===== src/hsfc_pkg.sv =====
package hsfc_pkg;

    // opcode values
    localparam logic OP_S2H = 1'b0;
    localparam logic OP_H2S = 1'b1;

    // operand class found in the decode stage
    typedef enum logic [2:0] {
        K_ZERO,
        K_INF,
        K_NAN,
        K_SUB,
        K_NORM
    } t_kind;

    localparam logic [15:0] HALF_INF   = 16'h7C00;
    localparam logic [15:0] HALF_NAN   = 16'hFE00;
    localparam logic [31:0] SINGLE_INF = 32'h7F80_0000;
    localparam logic [7:0]  EXP_MAX    = 8'hFF;
    localparam logic [4:0]  HEXP_MAX   = 5'h1F;

    // single exponent bounds for the half ranges
    localparam logic [7:0]  E8_OVF     = 8'd143;
    localparam logic [7:0]  E8_SUB_HI  = 8'd112;
    localparam logic [7:0]  E8_SUB_LO  = 8'd102;
    localparam logic [7:0]  SUB_SH_REF = 8'd126;
    localparam logic [7:0]  BIAS_DIFF  = 8'd112;
    localparam logic [7:0]  DENORM_E8  = 8'd113;

endpackage


===== src/hsfc_in_if.sv =====
interface hsfc_in_if;
    logic        valid;
    logic        ready;
    logic        opcode;
    logic [31:0] operand;

    modport source (output valid, output opcode, output operand, input ready);
    modport sink   (input valid, input opcode, input operand, output ready);
endinterface


===== src/hsfc_out_if.sv =====
interface hsfc_out_if;
    logic        valid;
    logic        ready;
    logic [31:0] converted;

    modport source (output valid, output converted, input ready);
    modport sink   (input valid, input converted, output ready);
endinterface


===== src/half_single_float_convert_top.sv =====
// Stages from input accept to result valid, in order: decode, shift/pack, round.
// Throughput: one item per cycle; each stage holds one item and advances when
// the stage after it is empty or moving, so a stall at the output backs up in order.
// Reset: synchronous, active low; clears the three stage valid bits only.
// No state is kept between items.
module half_single_float_convert_top
    import hsfc_pkg::*;
(
    input  logic              i_clk,
    input  logic              i_rst_n,
    hsfc_in_if.sink           i_in,
    hsfc_out_if.source        o_out
);

    // ---------------------------------------------------------------
    // Stage handshake: a stage loads when it is empty or its item leaves
    // ---------------------------------------------------------------
    logic r1_valid, r2_valid, r3_valid;
    logic ld1, ld2, ld3;

    assign ld3 = !r3_valid || o_out.ready;
    assign ld2 = !r2_valid || ld3;
    assign ld1 = !r1_valid || ld2;

    assign i_in.ready = ld1;

    // ---------------------------------------------------------------
    // Stage 1: classify the operand, leading-one search for half denormals
    // ---------------------------------------------------------------
    logic        r1_op, n1_op;
    logic        r1_sgn, n1_sgn;
    t_kind       r1_kind, n1_kind;
    logic [4:0]  r1_sh, n1_sh;
    logic [7:0]  r1_exp, n1_exp;
    logic [22:0] r1_man, n1_man;

    logic [7:0]  e8;
    logic [4:0]  he;
    logic [9:0]  hm;
    logic [3:0]  msb;
    logic [3:0]  lz_sh;
    logic [7:0]  sub_sh;

    always_comb begin
        e8     = i_in.operand[30:23];
        he     = i_in.operand[14:10];
        hm     = i_in.operand[9:0];
        sub_sh = SUB_SH_REF - e8;

        // highest set bit of the half mantissa
        msb = 4'd0;
        for (int b = 1; b < 10; b++) begin
            if (hm[b]) begin
                msb = 4'(b);
            end
        end
        lz_sh = 4'd10 - msb;

        n1_op   = i_in.opcode;
        n1_kind = K_ZERO;
        n1_sh   = 5'd0;
        n1_exp  = 8'd0;

        if (i_in.opcode == OP_S2H) begin
            n1_sgn = i_in.operand[31];
            n1_man = i_in.operand[22:0];
            if (e8 == 8'd0) begin
                n1_kind = K_ZERO;           // zero and single denormals
            end else if (e8 == EXP_MAX) begin
                n1_kind = (n1_man == 23'd0) ? K_INF : K_NAN;
            end else if (e8 >= E8_OVF) begin
                n1_kind = K_INF;
            end else if (e8 <= E8_SUB_HI) begin
                if (e8 >= E8_SUB_LO) begin
                    n1_kind = K_SUB;        // shift of 14 to 24
                    n1_sh   = sub_sh[4:0];
                end else begin
                    n1_kind = K_ZERO;       // deep underflow
                end
            end else begin
                n1_kind = K_NORM;
                n1_exp  = e8 - BIAS_DIFF;
            end
        end else begin
            n1_sgn = i_in.operand[15];
            n1_man = {13'd0, hm};
            if (i_in.operand[14:0] == 15'd0) begin
                n1_kind = K_ZERO;
            end else if (he == 5'd0) begin
                n1_kind = K_SUB;
                n1_sh   = {1'b0, lz_sh};
                n1_exp  = DENORM_E8 - {4'd0, lz_sh};
            end else if (he == HEXP_MAX) begin
                n1_kind = (hm == 10'd0) ? K_INF : K_NAN;
            end else begin
                n1_kind = K_NORM;
                n1_exp  = {3'd0, he} + BIAS_DIFF;
            end
        end
    end

    always_ff @(posedge i_clk) begin
        if (!i_rst_n) begin
            r1_valid <= 1'b0;
        end else if (ld1) begin
            r1_valid <= i_in.valid;
        end
        if (ld1) begin
            r1_op   <= n1_op;
            r1_sgn  <= n1_sgn;
            r1_kind <= n1_kind;
            r1_sh   <= n1_sh;
            r1_exp  <= n1_exp;
            r1_man  <= n1_man;
        end
    end

    // ---------------------------------------------------------------
    // Stage 2: denormal shifts and field packing, round bit picked out
    // ---------------------------------------------------------------
    logic        r2_op;
    logic        r2_rnd, n2_rnd;
    logic [31:0] r2_base, n2_base;

    logic [23:0] full;
    logic [23:0] shr;
    logic [23:0] shr_m1;
    logic [4:0]  sh_m1;
    logic [9:0]  m_norm;

    always_comb begin
        full   = {1'b1, r1_man};
        sh_m1  = r1_sh - 5'd1;
        shr    = full >> r1_sh;
        shr_m1 = full >> sh_m1;
        m_norm = r1_man[9:0] << r1_sh[3:0];
        n2_rnd = 1'b0;

        if (r1_op == OP_S2H) begin
            case (r1_kind)
                K_ZERO: n2_base = {16'd0, r1_sgn, 15'd0};
                K_INF:  n2_base = {16'd0, r1_sgn, HALF_INF[14:0]};
                K_NAN:  n2_base = {16'd0, HALF_NAN};
                K_SUB: begin
                    n2_base = {16'd0, r1_sgn, 5'd0, shr[9:0]};
                    n2_rnd  = shr_m1[0];
                end
                K_NORM: begin
                    n2_base = {16'd0, r1_sgn, r1_exp[4:0], r1_man[22:13]};
                    n2_rnd  = r1_man[12];
                end
                default: n2_base = 32'd0;
            endcase
        end else begin
            case (r1_kind)
                K_ZERO:  n2_base = {r1_sgn, 31'd0};
                K_INF:   n2_base = {r1_sgn, SINGLE_INF[30:0]};
                K_NAN:   n2_base = 32'd0;       // half NaN maps to +0.0
                K_SUB:   n2_base = {r1_sgn, r1_exp, m_norm, 13'd0};
                K_NORM:  n2_base = {r1_sgn, r1_exp, r1_man[9:0], 13'd0};
                default: n2_base = 32'd0;
            endcase
        end
    end

    always_ff @(posedge i_clk) begin
        if (!i_rst_n) begin
            r2_valid <= 1'b0;
        end else if (ld2) begin
            r2_valid <= r1_valid;
        end
        if (ld2) begin
            r2_op   <= r1_op;
            r2_rnd  <= n2_rnd;
            r2_base <= n2_base;
        end
    end

    // ---------------------------------------------------------------
    // Stage 3: round half results half up, single results pass through; a mantissa carry runs into the exponent
    // ---------------------------------------------------------------
    logic        r3_op;
    logic [31:0] r3_res, n3_res;

    always_comb begin
        if (r2_op == OP_S2H) begin
            n3_res = {16'd0, r2_base[15:0] + {15'd0, r2_rnd}};
        end else begin
            n3_res = r2_base;
        end
    end

    always_ff @(posedge i_clk) begin
        if (!i_rst_n) begin
            r3_valid <= 1'b0;
        end else if (ld3) begin
            r3_valid <= r2_valid;
        end
        if (ld3) begin
            r3_op  <= r2_op;
            r3_res <= n3_res;
        end
    end

    assign o_out.valid     = r3_valid;
    assign o_out.converted = r3_res;

`ifndef SYNTHESIS
    // input is refused only when every stage is full
    a_full_backpressure: assert property (
        @(posedge i_clk) disable iff (!i_rst_n)
        !i_in.ready |-> (r1_valid && r2_valid && r3_valid)
    ) else $error("input stalled with an empty stage");

    // a stalled output keeps the item behind it in stage 2
    a_stage2_hold: assert property (
        @(posedge i_clk) disable iff (!i_rst_n)
        (r2_valid && r3_valid && !o_out.ready) |=> (r2_valid && $stable(r2_base))
    ) else $error("stage 2 item lost under stall");

    // half results never carry upper bits
    a_half_upper_zero: assert property (
        @(posedge i_clk) disable iff (!i_rst_n)
        (r3_valid && r3_op == OP_S2H) |-> (r3_res[31:16] == 16'd0)
    ) else $error("half result has upper bits set");
`endif

endmodule


===== src/flat_wrapper.sv =====
// flat-port wrapper written by rule: the top's interface ports become plain ports
module half_single_float_convert_top_flat import hsfc_pkg::*;
  (i_clk, i_rst_n, i_in_valid, i_in_opcode, i_in_operand, i_in_ready, o_out_valid, o_out_converted, o_out_ready);
  hsfc_in_if i_in_i ();
  hsfc_out_if o_out_i ();
  input  logic i_clk;
  input  logic i_rst_n;
  input wire logic [$bits(i_in_i.valid)-1:0] i_in_valid;
  input wire logic [$bits(i_in_i.opcode)-1:0] i_in_opcode;
  input wire logic [$bits(i_in_i.operand)-1:0] i_in_operand;
  output wire logic [$bits(i_in_i.ready)-1:0] i_in_ready;
  output wire logic [$bits(o_out_i.valid)-1:0] o_out_valid;
  output wire logic [$bits(o_out_i.converted)-1:0] o_out_converted;
  input wire logic [$bits(o_out_i.ready)-1:0] o_out_ready;
  assign i_in_i.valid = i_in_valid;
  assign i_in_i.opcode = i_in_opcode;
  assign i_in_i.operand = i_in_operand;
  assign i_in_ready = i_in_i.ready;
  assign o_out_valid = o_out_i.valid;
  assign o_out_converted = o_out_i.converted;
  assign o_out_i.ready = o_out_ready;
  half_single_float_convert_top u_core (.i_clk(i_clk), .i_rst_n(i_rst_n), .i_in(i_in_i), .o_out(o_out_i));
endmodule

===== config.mk =====
export PLATFORM = sky130hd
export DESIGN_NAME = half_single_float_convert_top_flat
export DESIGN_NICKNAME = d
export VERILOG_FILES = /design/src/hsfc_pkg.sv /design/src/hsfc_in_if.sv /design/src/hsfc_out_if.sv /design/src/half_single_float_convert_top.sv /design/src/flat_wrapper.sv
export SDC_FILE = /design/constraint.sdc
export NUM_CORES = 1
export LEC_CHECK = 0
export BUFFER_PORTS_ARGS = -buffer_cell sky130_fd_sc_hd__buf_2
export CORE_ASPECT_RATIO = 0.5
export CORE_MARGIN = 2
export CORE_UTILIZATION = 30
export CTS_BUF_LIST = sky130_fd_sc_hd__clkbuf_4
export DETAILED_ROUTE_END_ITERATION = 8
export GPL_ROUTABILITY_DRIVEN = 0
export GPL_TIMING_DRIVEN = 0
export PLACE_DENSITY = 0.52
export SLEW_MARGIN = 20
export SYNTH_ARGS = -nofsm -noshare
export SYNTH_HDL_FRONTEND = slang
export SYNTH_SLANG_ARGS = --single-unit
export TNS_END_PERCENT = 100

===== constraint.sdc =====
create_clock -name i_clk -period 3.4 [get_ports i_clk]
set_input_delay 0.17 -clock i_clk [delete_from_list [all_inputs] [get_ports i_clk]]
set_output_delay 0.17 -clock i_clk [all_outputs]
set_load 0.03 [all_outputs]

==> run summary <==
========================================================================================================
Antenna-violating nets left ...............................................................            0
Share of the clock period used by the worst path ..........................................        0.955
Fraction of the yosys area taken by sequential cells ......................................        0.479
Synthesis-to-layout area growth ...........................................................        16.7%
Count of mapped cells out of synthesis ....................................................          620
Starting density of the core ..............................................................        0.310
Endpoint class of the critical path .......................................................    flip-flop
Post-CTS setup-driven buffer insertion count ..............................................            0
Synth top area share ......................................................................        0.471
Half-perimeter wire length of the detailed placement result ...............................     14400 um
Die height ................................................................................       111 um
Tightest Pin Transition ...................................................................      1.02 ns
Run status ................................................................................    completed
Netlist area before placement .............................................................   6830 sq um
Maximum number of pins on one net before global-route repair ..............................           35
Setup Crit Path Kind ...................................................................... flip-flop to flip-flop
Layout Cell Area excl Fill ................................................................   7970 sq um
Flop pwr share ............................................................................        0.581
Total Die Area ............................................................................  24100 sq um
Number of fill cells ......................................................................         2197
CP startpoint ............................................................................. u_core.r1_sh[1]$_DFFE_PP_
Avg Cell Area, Syn ........................................................................   11.0 sq um
Std-Cell Core Area ........................................................................  22000 sq um
CTS Root Buffer Type ...................................................................... sky130_fd_sc_hd__clkbuf_4
Syn Nets ..................................................................................          670
H-tree level count ........................................................................            3
Unrepaired setup endpoints after global routing ...........................................        false
Register Area .............................................................................   3270 sq um
Data required time of the critical path ...................................................      3.68 ns
Top area cells in the synthesized netlist ................................................. sky130_fd_sc_hd__edfxtp_1 47%, sky130_fd_sc_hd__mux4_2 8.6%, sky130_fd_sc_hd__nand2_1 3.4%
Unique masters post-synth .................................................................           63
Asr flop ratio synth ......................................................................            0
Post-route insts no fill ..................................................................         1028
Worst slew margin relative to its limit ...................................................        0.317
Maximum fanout along the worst path .......................................................           10
Number of vias after detailed routing .....................................................         5417
Worst Setup Start Kind ....................................................................    flip-flop
Number of instances resized during post-cts repair ........................................            0
Hold Startpoint ...........................................................................  o_out_ready
Most common library cell in the layout ignoring fill and taps ............................. sky130_fd_sc_hd__edfxtp_1
Number of I/O port buffers ................................................................           67
Hold Fails Final Rpt ......................................................................            0
Data arrival time at the worst-slack endpoint .............................................      3.53 ns
Clk network pwr share .....................................................................        0.261
IR Drop Worst-Case VDD ....................................................................       201 uV
Internal power ............................................................................      2000 uW
Cell type with the highest aggregate area in the netlist .................................. sky130_fd_sc_hd__edfxtp_1
Global route total overflow ...............................................................            0
Hold/Removal Path Class ................................................................... input port to flip-flop
Static Leakage ............................................................................   0.00300 uW
Number of global-route vias before repair .................................................         5108
Post-CTS clock slew at the launch and capture registers of the worst setup and hold paths .      0.18 ns
Switch Pwr ................................................................................       817 uW
Max-cap violation count ...................................................................            0
Max Clock Skew ............................................................................    0.0266 ns
Global-route wire length before repair ....................................................     29500 um
Area of the multi-input gates .............................................................   3330 sq um
Clock buffers created by TritonCTS ........................................................            9
Cell area reported after detailed placement ...............................................   7570 sq um
Total of endpoints with negative setup slack in the final report ..........................            0
Sw Ratio ..................................................................................        0.290
Gate power share ..........................................................................        0.158
Final-report max-slew violation count .....................................................            0
Cell total after placement ................................................................          988
Largest buffer count on any clock path ....................................................            2
IO Count ..................................................................................           71
Number of synthesis warnings ..............................................................            0
Number of synthesized register bits .......................................................          110
Die boundary width ........................................................................       217 um
Cell area power density ...................................................................  353 nW/um^2
DRC violation total after the first TritonRoute iteration .................................          639
Start of the worst register-to-register path .............................................. u_core.r1_sh[1]$_DFFE_PP_
Total routing resource utilization after global routing ...................................        0.160
Post-detailed-route wirelength per cell ...................................................      18.4 um
Crit path time final ......................................................................      3.25 ns
Summed negative setup slack over all endpoints ............................................         0 ns
Total wire length .........................................................................     18900 um
Number of nets in the final layout ........................................................          772
Antenna violations before repair ..........................................................            0
Number of flops mapped to enable cells by yosys ...........................................          107
Achievable frequency ......................................................................      308 MHz
First-pass detailed-route iteration total .................................................            5
CTS sink count ............................................................................          110
TritonCTS clock tree ......................................................................        built
Post-detailed-route via-to-cell ratio .....................................................         5.27
Number of remaining DRC errors ............................................................            0
Predominant post-synthesis flop cell ...................................................... sky130_fd_sc_hd__edfxtp_1
Number of placement rows ..................................................................           38
Most frequent cells in the layout ......................................................... 107 x sky130_fd_sc_hd__edfxtp_1, 76 x sky130_fd_sc_hd__buf_2, 60 x sky130_fd_sc_hd__nand2_1
Source-to-sink clock delay at the later pin of the worst-skew pair ........................      0.51 ns
Overall Power .............................................................................      2810 uW
Share of post-route cells with drive strength above 1 .....................................        0.198
========================================================================================================
## final timing paths
path | end | slack, ns | depth (start not counted)
worst max register to register | u_core.r2_rnd$_SDFFCE_PP0P_ | 0.15 | 9
worst max-delay path | u_core.r2_rnd$_SDFFCE_PP0P_ | 0.15 | 9
worst min register to register | u_core.r2_valid$_SDFFE_PN0P_ | 0.52 | 2
worst min-delay path | u_core.r2_valid$_SDFFE_PN0P_ | 0.06 | 4
## through the flow
stage / utilization / setup slack [ns] / hold slack, ns
3_3_place_gp: 0.343 / 0.0839 / 0.384
6_report: 0.362 / 0.155 / 0.0627
3_5_place_dp: 0.344 / 0.138 / 0.388
2_1_floorplan: - / 0.678 / 0.269
4_1_cts: 0.362 / 0.123 / 0.00793
5_1_grt: 0.362 / 0.0323 / 0.0344
## synth_stat cells (7+ instances only)
cell,instances
sky130_fd_sc_hd__nor3_1,13
sky130_fd_sc_hd__xnor2_1,18
sky130_fd_sc_hd__o21ai_0,21
sky130_fd_sc_hd__nand3_1,21
sky130_fd_sc_hd__edfxtp_1,107
sky130_fd_sc_hd__nand2_1,61
sky130_fd_sc_hd__clkbuf_1,22
sky130_fd_sc_hd__nor3b_1,7
sky130_fd_sc_hd__nor2b_1,28
sky130_fd_sc_hd__inv_1,16
sky130_fd_sc_hd__and2_1,22
sky130_fd_sc_hd__mux2_2,10
sky130_fd_sc_hd__mux4_2,26
sky130_fd_sc_hd__mux2i_1,21
sky130_fd_sc_hd__a22oi_1,13
sky130_fd_sc_hd__o22ai_1,7
sky130_fd_sc_hd__buf_2,9
sky130_fd_sc_hd__nor2_1,47
sky130_fd_sc_hd__ha_1,13
sky130_fd_sc_hd__nor4_1,7
sky130_fd_sc_hd__a21oi_1,30
## flip-flops by register name (all words and copies together) (netlist names)
signal and cells:
u_core.r1_op 1, u_core.r2_op 1, u_core.r1_valid 1, u_core.r1_sh 5, u_core.r1_sgn 1, u_core.o_out.converted 32, u_core.r2_base 32, u_core.r2_valid 1
u_core.r1_exp 8, u_core.r1_kind 3, u_core.o_out.valid 1, u_core.r1_man 23, u_core.r2_rnd 1
## metal layers
layer  track usage  vias to the layer above  routed length (um)
li1              -                     2559                   -
met1         0.246                     2577                9400
met2         0.221                      246                7650
met3        0.0340                       35                1460
met4        0.0521                        0                 420
met5             0                        -                   0
## critical path: stages, from the launching register on
cell and delay (ns):
sky130_fd_sc_hd__edfxtp_1 0.39, sky130_fd_sc_hd__buf_2 0.32, sky130_fd_sc_hd__buf_2 0.34, sky130_fd_sc_hd__inv_1 0.08, sky130_fd_sc_hd__ha_1 0.31, sky130_fd_sc_hd__ha_1 0.45
sky130_fd_sc_hd__and3_1 0.22, sky130_fd_sc_hd__nor4_1 0.39, sky130_fd_sc_hd__a22oi_1 0.15, sky130_fd_sc_hd__a221oi_1 0.39
## final cells by class
class	count	share of cell area
clock inverter	7	0.0121
sequential	110	0.411
antenna	1	0.000314
buffer	37	0.0203
inverter	17	0.00801
timing repair buffer	92	0.0747
clock buffer	9	0.00848
multi-input combinational	455	0.418
tap	300	0.0471
## power groups by stage
stage | Sequential [uW] | Combinational [uW] | Clock (uW)
5_1_grt | 1640 | 485 | 822
2_1_floorplan | 1690 | 237 | 0
3_5_place_dp | 1660 | 419 | 0
4_1_cts | 1630 | 441 | 769
3_3_place_gp | 1660 | 414 | 0
6_report | 1630 | 445 | 735
## cell families (layout without fill, tap and decap cells)
family / Yosys count / after routing / synth area share
XOR/XNOR: 22 / 22 / 0.0282
adder cells (fa/ha/maj): 13 / 13 / 0.0238
AND/OR/NAND/NOR: 235 / 235 / 0.174
flip-flops: 110 / 110 / 0.479
other: 0 / 1 / 0
multiplexers: 57 / 57 / 0.133
buffers and inverters: 55 / 162 / 0.0335
AO/OA/AOI/OAI: 128 / 128 / 0.128
## timing repair
| item | CTS | global route |
|---|---|---|
| endpoints found under the setup margin | 0 | 1 |
| hold buffers | 24 | 0 |
| endpoints found under the hold margin | 23 | 0 |
No activity file was read; power rests on OpenSTA's default activity.
